<file path="src/rtl/mmws_ram.sv">
// Generic single-port-write, single-port-read RAM with a registered read.
// Used for the member list, the bundle table and the window table.
// No dependencies.
module mmws_ram #(
   parameter int WIDTH = 8,
   parameter int DEPTH = 16,
   localparam int AW = (DEPTH > 1) ? $clog2(DEPTH) : 1
) (
   input  logic             clock,
   input  logic             wr_en,
   input  logic [AW-1:0]    wr_addr,
   input  logic [WIDTH-1:0] wr_data,
   input  logic             rd_en,
   input  logic [AW-1:0]    rd_addr,
   output logic [WIDTH-1:0] rd_data
);

   logic [WIDTH-1:0] mem [DEPTH];

   always_ff @(posedge clock) begin
      if (wr_en) begin
         mem[wr_addr] <= wr_data;
      end
      if (rd_en) begin
         rd_data <= mem[rd_addr];
      end
   end

endmodule

</file>
<file path="config.mk">
export PLATFORM = sky130hd
export DESIGN_NAME = mmws_ram
export DESIGN_NICKNAME = d
export VERILOG_FILES = /design/src/rtl/mmws_ram.sv
export SDC_FILE = /design/constraint.sdc
export NUM_CORES = 1
export LEC_CHECK = 0
export ABC_AREA = 1
export BUFFER_PORTS_ARGS = -buffer_cell sky130_fd_sc_hd__buf_2
export CAP_MARGIN = 20
export CORE_MARGIN = 2
export CORE_UTILIZATION = 65
export CTS_BUF_LIST = sky130_fd_sc_hd__clkbuf_4
export DETAILED_ROUTE_END_ITERATION = 6
export MAX_ROUTING_LAYER = met4
export PLACE_DENSITY_LB_ADDON = 0.25
export SETUP_SLACK_MARGIN = 0.1
export SYNTH_ARGS = -nofsm -noshare
export SYNTH_HDL_FRONTEND = slang
export SYNTH_SLANG_ARGS = --single-unit
</file>
<file path="constraint.sdc">
create_clock -name clock -period 2.45 [get_ports clock]
set_input_delay 0.49 -clock clock [delete_from_list [all_inputs] [get_ports clock]]
set_output_delay 0.49 -clock clock [all_outputs]
set_load 0.02 [all_outputs]
</file>
---- Word level (Yosys, flattened, before mapping) ----
Memories as Yosys holds them, arrays and structs flattened. A register that Yosys moved wholly into a read port is not among the register bits.
Index checks and enable logic that the tools add are counted.
operators by class
  muxes and demuxes ....................... 2
operators by type and width
  cell               count
  1-bit two-way mux  2
word-level totals
  output and inout port bits .............. 8
  RAM bits ................................ 128
  register bits after elaboration ......... 0
  memories kept ........................... 1
  input port bits ......................... 19
  logic and storage cells ................. 3
memory list
  memory  words  width  read ports  clocked after Yosys merged registers in  write ports  line  text
  mem     16     8      1           1                                        1            18    logic [WIDTH-1:0] mem [DEPTH];

---- Longest topological paths before layout ----
  depth in word-level cells ............... 2
  gate-level depth with buffers ........... 8
  mapped depth without buffers ............ 7

---- Worst setup path before layout ----
Ideal clock, no wire load.
  kind .................................... input port to flip-flop
  from .................................... in wr_addr[2]
  to ...................................... mem mem[10][0], enable pin
  setup slack ............................. 1.009 ns
  arrival ................................. 1.071 ns
  data required time ...................... 2.080 ns
  stages .................................. 2
  library setup time ...................... 0.370 ns
  buffers on the path ..................... 0
  path through ............................ nand3b_1 -> nor2_1
RTL lines
  element          line  text
  start, declared  11    input logic [AW-1:0] wr_addr,
  end, declared    18
No word-level cell before the write port.

==> run summary <==
FILL cells = 601
WS Path Type = input port to flop
worst slew pin tran = 0.858 ns
largest net degree at the start of global routing = 65
Initial Util = 67.0%
Post-Syn Instances = 551
layout cell share with drive strength beyond 1 = 10.8%
drt drc = 0
RSZ-0062 raised after global routing = false
gr usage total = 27.7%
RePlAce Congestion = 0.869
IO buf count = 26
Die Area = 9770 um^2
max-slew violation count = 0
worst hold stages = 1
# IOs = 27
synth warn = 0
Synth Area in XOR/XNOR = 0%
largest cells by area after synthesis = edfxtp_1, nand2_1, nand3_1, inv_1, buf_6
final non-filler cell total = 698
Post-CTS Setup Bufs = 0
Reg2Reg Depth = 6
H-tree Lvls = 4
post-synthesis cell type count = 11
DR vias/cell = 5.52
register area share after synthesis = 69.8%
setup ws final = 0.786 ns
CTS sink count = 136
Core Util, Final = 72.8%
Max Root-Sink Buffers = 2
cell count after placement = 666
most common cell after layout, fill and taps aside = nand2_1
area grow syn2layout = 8.62%
crit end category = flop
cts bufs inserted = 17
DR iter-0 viols = 367
Setup-failing EPs final = 0
remaining antenna violation count after routing = 0
number of global-route vias before repair = 3,697
diode count = 0
total of max-cap violations = 0
post-synthesis adder-cell area fraction = 0%
CTS tree = built
simple-gate area share of the yosys netlist = 20.8%
crit path max fanout = 33
first-pass GRT wire length = 19.4 mm
post-synthesis mux area share = 0%
Yosys reg bits = 136
nets = 596
maximum clock rate = 601 MHz
Post-CTS Hold Buffers = 0
Compound-Gate Fraction of Synth Area = 0%
clk_skew = 0.00962 ns
Die Y = 98.8 um
DR vias = 3,850
Tot Pwr = 4710 uW
outcome = completed
Avg Inst Size Synth = 10.6 um^2
Pleak = 0.00274 uW
commonest non-fill, non-tap cells in the layout = nand2_1, edfxtp_1, inv_1
Yosys top cell area share = 69.8%
final critical-path share of the clock period = 67.9%
largest family of logic cells by synthesized area = simple AND/OR/NAND/NOR gates
Post-Syn Nets = 570
final hold vios = 0
pre-CTS setup slack = 0.306 ns
Max-slew headroom = 42.6%
Hold Path Class = input port to flop
Worst-path clk slew = 0.11 ns
CTS resizes = 0
Root Buffer Master = clkbuf_4
Req. time, crit path = 2.75 ns
gr ovfl total = 0
DP HPWL = 7.58 mm
First-pass DRT Iterations = 5
initial antenna violation count = 0
Yosys top cell by area = edfxtp_1
Synth Cell Area = 5850 um^2
area of the multi-input gates = 1210 um^2
min cycle time layout = 1.66 ns
worst skew pair latency = 0.54 ns
Crit path arrival time = 1.97 ns
WL/cell = 17.4 um
core area = 8720 um^2
row count = 34
Chip Width = 98.8 um
Startpoint Class = input port
register area = 4080 um^2
maximum VDD drop = 0.668 mV
final wirelength = 12.2 mm
Pwr Density = 742 nW/um^2
Fin Setup TNS = 0 ns
Yosys cell counts, drive strengths merged:
cell type / instances
edfxtp: 136
inv: 102
nand3: 97
nand2: 173
nand3b: 2
nor2: 17
buf: 24
cell type report:
type,instances,area share [%]
well taps,108,2.13
clock buffers,18,2.13
flip-flops and latches,136,64.3
clock inverters,14,3.47
repair buffers,31,2.84
multi-input cells,289,19.1
inverters,102,6.03
routing by layer:
metal | global-route usage [%] | routed length, um
met5 | - | 0
met4 | 11.5 | 310
met3 | 5.32 | 1040
met2 | 40.5 | 5800
met1 | 39.0 | 5020
registers in the layout, indices dropped and copies added (netlist names):
signal   count
rd_data      8
mem        128
worst max-delay path, cell delays in order:
cell,delay [ns]
buf_2,0.50
inv_2,0.42
nand3_1,0.21
nand3_1,0.12
nand3_1,0.15
nand2_1,0.06
worst paths after layout:
kind              startpoint          to  slack (ns)
setup reg to reg   mem[9][5]  rd_data[5]        1.29
setup / recovery  rd_addr[1]  rd_data[5]        0.79
hold reg to reg   mem[10][2]  rd_data[2]        0.77
hold / removal         rd_en  rd_data[7]        0.31
logic make-up (layout without fill, tap and decap cells):
logic type,Yosys count,count (layout)
AND/OR/NAND/NOR,289,289
buffers and inverters,126,165
flip-flops,136,136
metrics by stage:
step | hold WS [ns] | instance area [um^2]
5_1_grt | 0.301 | 6350
6_report | 0.308 | 6350
4_1_cts | 0.285 | 6350
3_5_place_dp | 0.749 | 6000
3_3_place_gp | 0.741 | 6000
2_1_floorplan | 0.589 | 5850
report_power, final:
group	leakage, uW	switching, uW	internal, uW
registers	0.00124	16.4	2620
clock network	0.000178	831	934
logic	0.00132	228	83.5
total	0.00274	1080	3630
Power figures use the tool's default switching activity.
